<file path="config.mk">
export PLATFORM = sky130hd
export DESIGN_NAME = adsr_echo_envelope
export DESIGN_NICKNAME = d
export VERILOG_FILES = /design/src/rtl/aee_pkg.sv /design/src/rtl/aee_regs.sv /design/src/rtl/aee_alu.sv /design/src/rtl/aee_seq.sv /design/src/rtl/adsr_echo_envelope.sv
export SDC_FILE = /design/constraint.sdc
export NUM_CORES = 1
export LEC_CHECK = 0
export ABC_AREA = 1
export BUFFER_PORTS_ARGS = -buffer_cell sky130_fd_sc_hd__buf_2
export CAP_MARGIN = 5
export CORE_MARGIN = 4
export CORE_UTILIZATION = 24
export CTS_CLUSTER_SIZE = 8
export DETAILED_ROUTE_END_ITERATION = 7
export HOLD_SLACK_MARGIN = 0.15
export PLACE_DENSITY = 0.35
export REMOVE_ABC_BUFFERS = 1
export SLEW_MARGIN = 20
export SYNTH_ARGS = -nofsm -noshare
export SYNTH_HDL_FRONTEND = slang
export SYNTH_HIERARCHICAL = 1
export SYNTH_SLANG_ARGS = --single-unit
</file>
<file path="constraint.sdc">
create_clock -name clk -period 8 [get_ports clk]
set_input_delay 1.6 -clock clk [delete_from_list [all_inputs] [get_ports clk]]
set_output_delay 1.6 -clock clk [all_outputs]
set_load 0.01 [all_outputs]
</file>
<file path="src/rtl/aee_pkg.sv">
// Package for the ADSR envelope with echo tail.
// Holds the item structs, the register map, status bit masks and the shared unit's request type.
// No dependencies; every other file in rtl imports it.
package aee_pkg;

  localparam int ADDR_W = 5;
  localparam int DATA_W = 32;

  // Status bits of the voice.
  localparam logic [7:0] ST_START  = 8'h80;
  localparam logic [7:0] ST_REL    = 8'h40;
  localparam logic [7:0] ST_LOOP   = 8'h10;
  localparam logic [7:0] ST_ECHO   = 8'h04;
  localparam logic [7:0] ST_ACT    = 8'hC7;
  localparam logic [7:0] ST_ATTACK = 8'h03;
  localparam logic [7:0] ST_NONE   = 8'h00;

  localparam logic [1:0] SUB_DECAY  = 2'd2;
  localparam logic [1:0] SUB_ATTACK = 2'd3;

  localparam logic [7:0] LEVEL_MAX = 8'hFF;

  // Phase codes shown on the result item.
  localparam logic [2:0] PH_OFF     = 3'd0;
  localparam logic [2:0] PH_SUSTAIN = 3'd1;
  localparam logic [2:0] PH_DECAY   = 3'd2;
  localparam logic [2:0] PH_ATTACK  = 3'd3;
  localparam logic [2:0] PH_RELEASE = 3'd4;
  localparam logic [2:0] PH_ECHO    = 3'd5;

  typedef enum logic [2:0] {
    REG_ATTACK  = 3'd0,
    REG_DECAY   = 3'd1,
    REG_SUSTAIN = 3'd2,
    REG_RELEASE = 3'd3,
    REG_ECHO    = 3'd4,
    REG_MASTER  = 3'd5,
    REG_LEFT    = 3'd6,
    REG_RIGHT   = 3'd7
  } reg_idx_t;

  typedef struct packed {
    logic [7:0] attack_rate;
    logic [7:0] decay_rate;
    logic [7:0] sustain_level;
    logic [7:0] release_rate;
    logic [7:0] echo_level;
    logic [3:0] master_volume;
    logic [7:0] left_volume;
    logic [7:0] right_volume;
  } cfg_t;

  typedef struct packed {
    logic key_on;
    logic key_off;
    logic loop_sample;
  } tick_t;

  typedef struct packed {
    logic       playing;
    logic [7:0] level;
    logic [2:0] phase;
    logic       restart_sample;
    logic       looping;
    logic [7:0] left_gain;
    logic [7:0] right_gain;
  } env_t;

  typedef enum logic {
    OP_MUL = 1'b0,
    OP_ADD = 1'b1
  } alu_op_t;

  typedef struct packed {
    alu_op_t    op;
    logic [7:0] a;
    logic [7:0] b;
  } alu_req_t;

endpackage

</file>
<file path="src/rtl/aee_regs.sv">
// APB-style register file for the envelope settings.
// Depends on aee_pkg for the register map and the cfg_t struct.
module aee_regs
  import aee_pkg::*;
(
  input  logic              clk,
  input  logic              rst,
  input  logic              psel,
  input  logic              penable,
  input  logic              pwrite,
  input  logic [ADDR_W-1:0] paddr,
  input  logic [DATA_W-1:0] pwdata,
  output logic [DATA_W-1:0] prdata,
  output logic              pready,
  output cfg_t              cfg
);

  reg_idx_t idx;
  logic     wr;

  assign idx    = reg_idx_t'(paddr[4:2]);
  assign pready = 1'b1;
  assign wr     = psel && penable && pwrite && pready;

  always_ff @(posedge clk) begin
    if (rst) begin
      cfg.attack_rate   <= 8'd255;
      cfg.decay_rate    <= 8'd0;
      cfg.sustain_level <= 8'd255;
      cfg.release_rate  <= 8'd0;
      cfg.echo_level    <= 8'd0;
      cfg.master_volume <= 4'd15;
      cfg.left_volume   <= 8'd255;
      cfg.right_volume  <= 8'd255;
    end else if (wr) begin
      unique case (idx)
        REG_ATTACK:  cfg.attack_rate   <= pwdata[7:0];
        REG_DECAY:   cfg.decay_rate    <= pwdata[7:0];
        REG_SUSTAIN: cfg.sustain_level <= pwdata[7:0];
        REG_RELEASE: cfg.release_rate  <= pwdata[7:0];
        REG_ECHO:    cfg.echo_level    <= pwdata[7:0];
        REG_MASTER:  cfg.master_volume <= pwdata[3:0];
        REG_LEFT:    cfg.left_volume   <= pwdata[7:0];
        REG_RIGHT:   cfg.right_volume  <= pwdata[7:0];
      endcase
    end
  end

  always_comb begin
    prdata = '0;
    unique case (idx)
      REG_ATTACK:  prdata[7:0] = cfg.attack_rate;
      REG_DECAY:   prdata[7:0] = cfg.decay_rate;
      REG_SUSTAIN: prdata[7:0] = cfg.sustain_level;
      REG_RELEASE: prdata[7:0] = cfg.release_rate;
      REG_ECHO:    prdata[7:0] = cfg.echo_level;
      REG_MASTER:  prdata[3:0] = cfg.master_volume;
      REG_LEFT:    prdata[7:0] = cfg.left_volume;
      REG_RIGHT:   prdata[7:0] = cfg.right_volume;
    endcase
  end

endmodule

</file>
<file path="src/rtl/aee_alu.sv">
// Shared 8 by 8 arithmetic unit: one multiplier and one adder behind an operation select.
// Depends on aee_pkg for the request struct.
module aee_alu
  import aee_pkg::*;
(
  input  alu_req_t    req,
  output logic [15:0] res
);

  always_comb begin
    case (req.op)
      OP_ADD:  res = {7'd0, {1'b0, req.a} + {1'b0, req.b}};
      default: res = {8'd0, req.a} * {8'd0, req.b};
    endcase
  end

endmodule

</file>
<file path="src/rtl/aee_seq.sv">
// Sequencer for one envelope tick: status merge, envelope step, volume and pan products.
// Drives the shared unit in aee_alu; depends on aee_pkg for types and constants.
module aee_seq
  import aee_pkg::*;
(
  input  logic        clk,
  input  logic        rst,
  input  cfg_t        cfg,
  input  logic        tick_valid,
  output logic        tick_stall,
  input  tick_t       tick,
  output logic        env_valid,
  input  logic        env_stall,
  output env_t        env,
  output alu_req_t    alu_req,
  input  logic [15:0] alu_res
);

  typedef enum logic [5:0] {
    S_IDLE  = 6'b000001,
    S_STEP  = 6'b000010,
    S_VOL   = 6'b000100,
    S_LEFT  = 6'b001000,
    S_RIGHT = 6'b010000,
    S_DONE  = 6'b100000
  } state_t;

  state_t     state;
  logic [7:0] status;
  logic [7:0] level;
  logic [7:0] echo_cnt;
  logic       loop_r;
  logic       playing;
  logic       restart;
  logic [7:0] vol;
  logic [7:0] left_g;
  logic [7:0] right_g;
  logic [7:0] status_merged;
  logic [7:0] prod_hi;
  logic [2:0] phase_now;
  logic       stop_now;

  assign tick_stall = (state != S_IDLE);
  assign prod_hi    = alu_res[15:8];

  // Key-on replaces the note; key-off only lands on an active voice.
  always_comb begin
    status_merged = tick.key_on ? (ST_START | (tick.loop_sample ? ST_LOOP : ST_NONE)) : status;
    if (tick.key_off && ((status_merged & ST_ACT) != ST_NONE)) begin
      status_merged = status_merged | ST_REL;
    end
  end

  // The envelope step silences the voice: skip the gain products and go straight to the result.
  always_comb begin
    stop_now = 1'b0;
    if ((status & ST_ACT) == ST_NONE) begin
      stop_now = 1'b1;
    end else if ((status & ST_START) != ST_NONE) begin
      stop_now = ((status & ST_REL) != ST_NONE);
    end else if ((status & ST_ECHO) != ST_NONE) begin
      stop_now = (echo_cnt == 8'd1);
    end else if ((status & ST_REL) != ST_NONE) begin
      stop_now = (prod_hi <= echo_cnt) && (echo_cnt == 8'd0);
    end else if (status[1:0] == SUB_DECAY) begin
      stop_now = (cfg.sustain_level == 8'd0) && (prod_hi == 8'd0) && (echo_cnt == 8'd0);
    end
  end

  always_comb begin
    if (!playing) begin
      phase_now = PH_OFF;
    end else if ((status & ST_ECHO) != ST_NONE) begin
      phase_now = PH_ECHO;
    end else if ((status & ST_REL) != ST_NONE) begin
      phase_now = PH_RELEASE;
    end else begin
      phase_now = {1'b0, status[1:0]};
    end
  end

  always_comb begin
    alu_req = '{op: OP_MUL, a: level, b: cfg.decay_rate};
    unique case (state)
      S_STEP: begin
        if ((status & ST_START) != ST_NONE) begin
          alu_req = '{op: OP_ADD, a: 8'd0, b: cfg.attack_rate};
        end else if ((status & ST_REL) != ST_NONE) begin
          alu_req = '{op: OP_MUL, a: level, b: cfg.release_rate};
        end else if (status[1:0] == SUB_ATTACK) begin
          alu_req = '{op: OP_ADD, a: level, b: cfg.attack_rate};
        end
      end
      S_VOL:   alu_req = '{op: OP_MUL, a: level, b: {4'd0, cfg.master_volume} + 8'd1};
      S_LEFT:  alu_req = '{op: OP_MUL, a: cfg.left_volume, b: vol};
      S_RIGHT: alu_req = '{op: OP_MUL, a: cfg.right_volume, b: vol};
      default: ;
    endcase
  end

  always_ff @(posedge clk) begin
    if (rst) begin
      state     <= S_IDLE;
      status    <= ST_NONE;
      level     <= 8'd0;
      echo_cnt  <= 8'd0;
      env_valid <= 1'b0;
      playing   <= 1'b0;
      restart   <= 1'b0;
    end else begin
      if (env_valid && !env_stall && state != S_DONE) begin
        env_valid <= 1'b0;
      end
      unique case (state)
        S_IDLE: begin
          if (tick_valid) begin
            status  <= status_merged;
            loop_r  <= tick.loop_sample;
            restart <= 1'b0;
            state   <= S_STEP;
          end
        end
        S_STEP: begin
          playing <= !stop_now;
          state   <= stop_now ? S_DONE : S_VOL;
          if ((status & ST_ACT) == ST_NONE) begin
            // An idle voice takes no step.
          end else if ((status & ST_START) != ST_NONE) begin
            if ((status & ST_REL) != ST_NONE) begin
              // Key-off together with key-on stops the note before it starts.
              status <= ST_NONE;
            end else begin
              status   <= ST_ATTACK | (loop_r ? ST_LOOP : ST_NONE);
              restart  <= 1'b1;
              echo_cnt <= cfg.echo_level;
              level    <= alu_res[7:0];
            end
          end else if ((status & ST_ECHO) != ST_NONE) begin
            echo_cnt <= echo_cnt - 8'd1;
            if (echo_cnt == 8'd1) begin
              status <= ST_NONE;
            end
          end else if ((status & ST_REL) != ST_NONE) begin
            level <= prod_hi;
            if (prod_hi <= echo_cnt) begin
              if (echo_cnt == 8'd0) begin
                status <= ST_NONE;
              end else begin
                status <= status | ST_ECHO;
              end
            end
          end else begin
            case (status[1:0])
              SUB_DECAY: begin
                if (cfg.sustain_level == 8'd0 && prod_hi == 8'd0) begin
                  level <= prod_hi;
                  if (echo_cnt == 8'd0) begin
                    status <= ST_NONE;
                  end else begin
                    status <= status | ST_ECHO;
                  end
                end else if (prod_hi <= cfg.sustain_level) begin
                  level  <= cfg.sustain_level;
                  status <= status - 8'd1;
                end else begin
                  level <= prod_hi;
                end
              end
              SUB_ATTACK: begin
                // Only a sum above full scale moves on to decay.
                if (alu_res[8]) begin
                  level  <= LEVEL_MAX;
                  status <= status - 8'd1;
                end else begin
                  level <= alu_res[7:0];
                end
              end
              default: ;
            endcase
          end
        end
        S_VOL: begin
          vol   <= alu_res[11:4];
          state <= S_LEFT;
        end
        S_LEFT: begin
          left_g <= prod_hi;
          state  <= S_RIGHT;
        end
        S_RIGHT: begin
          right_g <= prod_hi;
          state   <= S_DONE;
        end
        S_DONE: begin
          if (!env_valid || !env_stall) begin
            env_valid          <= 1'b1;
            env.playing        <= playing;
            env.level          <= level;
            env.phase          <= phase_now;
            env.restart_sample <= restart;
            env.looping        <= playing && ((status & ST_LOOP) != ST_NONE);
            env.left_gain      <= playing ? left_g : 8'd0;
            env.right_gain     <= playing ? right_g : 8'd0;
            state              <= S_IDLE;
          end
        end
      endcase
    end
  end

endmodule

</file>
<file path="src/rtl/adsr_echo_envelope.sv">
// One voice's ADSR envelope with an echo tail, advanced by one tick item per frame. Once a tick
// is accepted, the envelope is stepped, then the level is scaled by the master volume and by the
// left and right pan volumes, all on one shared 8 by 8 multiply/add unit, one use per cycle; a
// tick that leaves the voice silent skips the scaling. tick_stall stays high from acceptance until
// the result item is in the output register; a result that waits there holds the block before
// its last cycle. Settings are read and written over the APB-style port and take effect on the
// next tick item.
// Depends on aee_pkg, aee_regs, aee_alu and aee_seq.
module adsr_echo_envelope
  import aee_pkg::*;
(
  input  logic              clk,
  input  logic              rst,
  input  logic              psel,
  input  logic              penable,
  input  logic              pwrite,
  input  logic [ADDR_W-1:0] paddr,
  input  logic [DATA_W-1:0] pwdata,
  output logic [DATA_W-1:0] prdata,
  output logic              pready,
  input  logic              tick_valid,
  output logic              tick_stall,
  input  tick_t             tick,
  output logic              env_valid,
  input  logic              env_stall,
  output env_t              env
);

  cfg_t        cfg;
  alu_req_t    alu_req;
  logic [15:0] alu_res;

  aee_regs u_regs (
    .clk     (clk),
    .rst     (rst),
    .psel    (psel),
    .penable (penable),
    .pwrite  (pwrite),
    .paddr   (paddr),
    .pwdata  (pwdata),
    .prdata  (prdata),
    .pready  (pready),
    .cfg     (cfg)
  );

  aee_alu u_alu (
    .req (alu_req),
    .res (alu_res)
  );

  aee_seq u_seq (
    .clk        (clk),
    .rst        (rst),
    .cfg        (cfg),
    .tick_valid (tick_valid),
    .tick_stall (tick_stall),
    .tick       (tick),
    .env_valid  (env_valid),
    .env_stall  (env_stall),
    .env        (env),
    .alu_req    (alu_req),
    .alu_res    (alu_res)
  );

endmodule

</file>
==> results.txt <==
The number of buffers added on ports works out to 60. At the worst endpoint, the required time is 8350 ps. The logs give 1.83 mW for the total power after layout and 0.000144 V for the maximum VDD drop. Most common flop cell mapped by yosys: dfxtp_1. Power spread over the standard cell area amounts to 143 nW/um^2. The number of antenna diodes in the final layout is 0.

The via count of the first global-routing pass is 9743. The total area inside the core boundary comes to 44600 um^2. The number of synthesized flops with an enable pin came out at 55. Floorplan die width: 221 um. Sorting the synthesized cells by area gives the leading types as dfxtp_1 17%, edfxtp_1 15%, nand2_1 13%. For the final-report max-slew violation count, the log shows 0. The worst hold path terminates at u_seq/env[17].

At the worst endpoint, the arrival time is 7780 ps. The count of vias placed by the detailed router was 9804; the detail-routed net length per standard cell was 17.7 um. For this run, the slowest stage of the critical path takes 560 ps. The clock-pin slew reported for the worst setup and hold paths after clock tree synthesis is 70 ps. The insertion delay of the later-clocked pin in the worst-skew pair came out at 470 ps. Static timing analysis puts the maximum clock frequency at 0.134 GHz. The number of warnings printed during yosys synthesis is 6. In this run, CTS created clock tree buffers numbering 17. The tools report the routed wire length as 39100 um. The run gives 32.2% as the portion of the post-synthesis area used by sequential elements. The category of the critical setup timing path was flip-flop to flip-flop. The final number of hold-violating endpoints is 0. The longest clock path from root to sink contains 2 buffers. Counting instances, the worst hold path has a depth of 0. Of all nets on the critical path, the largest fanout is 10. In the synthesized netlist the async set-or-reset flop fraction comes to 0%. The worst setup path is launched from a flip-flop. The HPWL after detailed placement is 30600 um. Number of cell rows: 77. The tightest min-delay check is of the flip-flop to flip-flop type. The internal portion of the total power is 1.31 mW.

The startpoint identified for the worst register-to-register timing path is u_seq/state[3]. The tools report the number of violations of the max-capacitance limit as 0. Across the routed clock network, the largest skew measured is 8.67 ps.

The total of hold buffers inserted after clock tree synthesis was 0. The die extent in y is 221 um. For this design the top-level I/O count stands at 112. The clock net in this run drives a total of 148 sinks. On the final layout, the worst hold slack is 431 ps. The mean cell area of the mapped netlist came out at 7.31 um^2. The capturing element type of the critical path is a flip-flop.

Using the TritonRoute via totals, the vias-per-cell ratio works out to 4.44. The layout filler cell count was 4953; the floorplan die area was 49000 um^2. The tools report the net switching component of the power as 522 uW. After detailed routing, the number of remaining DRC violations is 0. For the layout net count, the log shows 1756. Ratio of final minimum period to clock period: 93.0%. The first global-routing pass estimated 60200 um of wire. The clock tree root driver cell is clkbuf_16. Measured in cells, the most critical reg-to-reg path has a length of 32.

The first detailed-routing pass took 5 iterations. TritonCTS built the clock tree. The endpoint identified for the worst register-to-register timing path is u_seq/level[1]. The tools report the starting density of the core as 24.5%. The netlist area before placement was 10900 um^2; the net switching share of the total power was 28.6%. Among cell families on the critical path, the largest total delay comes from adder cells. The flip-flop and latch count after synthesis is 148. Of the total power, the clock network draws 44.8%. For this run, the total global-route usage over all layers was measured as 16.1%.

The run gives 0 as the initial antenna violation count. Measured against its own limit, the worst slew margin works out to 29.7%. The placed cell area is 12200 um^2, and the total negative setup slack is 0 ps. The share of total power dissipated in sequential elements is 43.8%.

The run gives 1495 as the number of cells produced by synthesis. The share of final-layout standard cells stronger than drive strength 1 is 14.2%. The detail route stage leaves a number of antenna-violating nets equal to 0. From synthesis to final layout, the design area changed by 17.3%. The detailed router finished its first iteration with 601 violations. Setup violations remaining at the end of the flow were counted as 0.

Summed over all instances, the cell type with the most area after synthesis is dfxtp_1. After synthesis, the netlist uses 56 different library cells. The share of Yosys cell area claimed by the top area cell type works out to 17.0%. For this run, the share of the core covered by cells in the final layout is 28.7%. For the part of the total power dissipated in combinational logic, the log shows 11.3%. The H-tree was split into 4 levels.

For the overall overflow remaining after global route, the log shows 0. Summed over all cells, the static leakage comes to 6.73 nW. At the end of routability-driven placement, the weighted congestion stood at 0.837. The run gives 560 ps as the setup slack of the most critical reg-to-reg path. Setup repair after global routing left no endpoint under its margin. Entering global routing, the biggest net connects 61 pins.

The smallest clock period supported by the final layout is computed as 7440 ps. For the post-route cell area, the log shows 12800 um^2. Cell at the slowest stage of the critical path: fa_1. At the pin with the least slew margin, the transition time is 1050 ps. Counting both buffers and inverters, the worst setup path holds a total of 7. The run finished with clean final reports.

The worst hold path begins at u_seq/restart.
-- cells by family (layout without fill, tap and decap cells) --
| logic type | Yosys count | in the layout | synth area share (%) |
|---|---|---|---|
| and+or+nand+nor | 699 | 699 | 28.9 |
| xor gates and xnor gates | 9 | 9 | 0.722 |
| AOI/OAI and AO/OA | 204 | 204 | 11.0 |
| other | 2 | 25 | 0.0687 |
| DFF | 148 | 148 | 32.2 |
| adders and majority gates | 104 | 104 | 14.5 |
| buffers and inverters | 329 | 429 | 12.7 |
-- metal layers --
layer | share of wire (%) | up-vias | wire length, um | global-route usage, %
li1 | - | 5019 | - | -
met1 | 48 | 4563 | 18900 | 22.3
met2 | 46 | 186 | 18100 | 25.7
met5 | 0 | - | 0 | 0
met4 | 1.7 | 0 | 646 | 4.29
met3 | 3.8 | 36 | 1490 | 3.13
-- worst register-to-register path, delay by kind of cell (launching register included) --
kind / cells / cell delay (ps)
DFF: 1 / 360
adders and majority gates: 6 / 2820
buffers and inverters: 7 / 570
and+or+nand+nor: 12 / 2130
AOI/OAI and AO/OA: 7 / 1430
-- sequential cells by signal, indices dropped and copies added, names as in the netlist, 6 cells and up --
name and flops:
u_regs/cfg 60, u_seq/echo_cnt 8, u_seq/env 30, u_seq/left_g 8, u_seq/level 8, u_seq/right_g 8
u_seq/state 6, u_seq/status 8, u_seq/vol 8
-- worst max path at each step --
stage / end / depth (start not counted) / startpoint / slack, ps
floorplan: u_seq/status[0] / 41 / u_seq/state[4] / 1110
global placement: u_seq/status[3] / 38 / u_seq/state[5] / 100
detailed placement: u_seq/status[3] / 38 / u_seq/state[5] / 180
CTS: u_seq/status[4] / 39 / u_seq/state[5] / 150
global route: u_seq/status[5] / 40 / u_seq/state[0] / 50
finish: u_seq/level[1] / 32 / u_seq/state[3] / 560
-- power groups by stage --
stage               clock network [mW]  logic, mW  registers [mW]
global placement                     0      0.208           0.818
global route                     0.880      0.231           0.803
floorplan                            0      0.120           0.814
detailed placement                   0      0.208           0.818
CTS                              0.856      0.209           0.801
finish                           0.820      0.207           0.801
-- cells in the mapped netlist (4+ instances only) --
cell type	number
o22ai_1	12
nor2_2	7
a31oi_1	4
nand3_2	7
clkbuf_1	24
nand2_4	6
nand3_1	94
nor2_4	6
o221ai_1	8
buf_2	6
fa_1	37
nand2_2	7
buf_4	29
nor3_1	25
o211ai_1	14
inv_1	251
xor2_1	7
a211oi_1	6
inv_2	9
nand2_1	368
ha_1	67
a21oi_1	62
nand4_1	35
nor2_1	127
dfxtp_1	93
nand3b_1	4
edfxtp_1	55
o21ai_0	77
-- layout make-up --
type	count	area (um^2)	share of cell area, %
Multi-Input combinational cell	1041	6130	47.8
Sequential cell	148	3510	27.4
Clock buffer	19	464	3.62
Timing Repair Buffer	133	848	6.62
Inverter	264	1000	7.83
Clock inverter	13	119	0.927
Tap cell	592	741	5.78
-- placed cells by master, fill, tap and decap left out, types with 9 or more instances in the layout --
cell and instances:
a21oi_1 62, buf_2 60, buf_4 73, clkbuf_16 18, conb_1 25, dfxtp_1 93
edfxtp_1 55, fa_1 37, ha_1 67, inv_1 251, inv_2 9, nand2_1 368
nand3_1 94, nand4_1 35, nor2_1 123, nor2_2 9, nor3_1 25, o211ai_1 14
o21ai_0 77, o22ai_1 12
-- per-stage QoR --
stage | instances | setup slack [ps]
3_3_place_gp | 2177 | 102
2_1_floorplan | 1453 | 1110
6_report | 2210 | 562
4_1_cts | 2209 | 151
5_1_grt | 2210 | 49.0
3_5_place_dp | 2177 | 179
-- what timing repair did --
action | in CTS | in global routing
resized for setup | 0 | 4
endpoints found under the setup margin | 0 | 19
buffers inserted | 0 | 1
No activity file was read; power rests on OpenSTA's default activity.
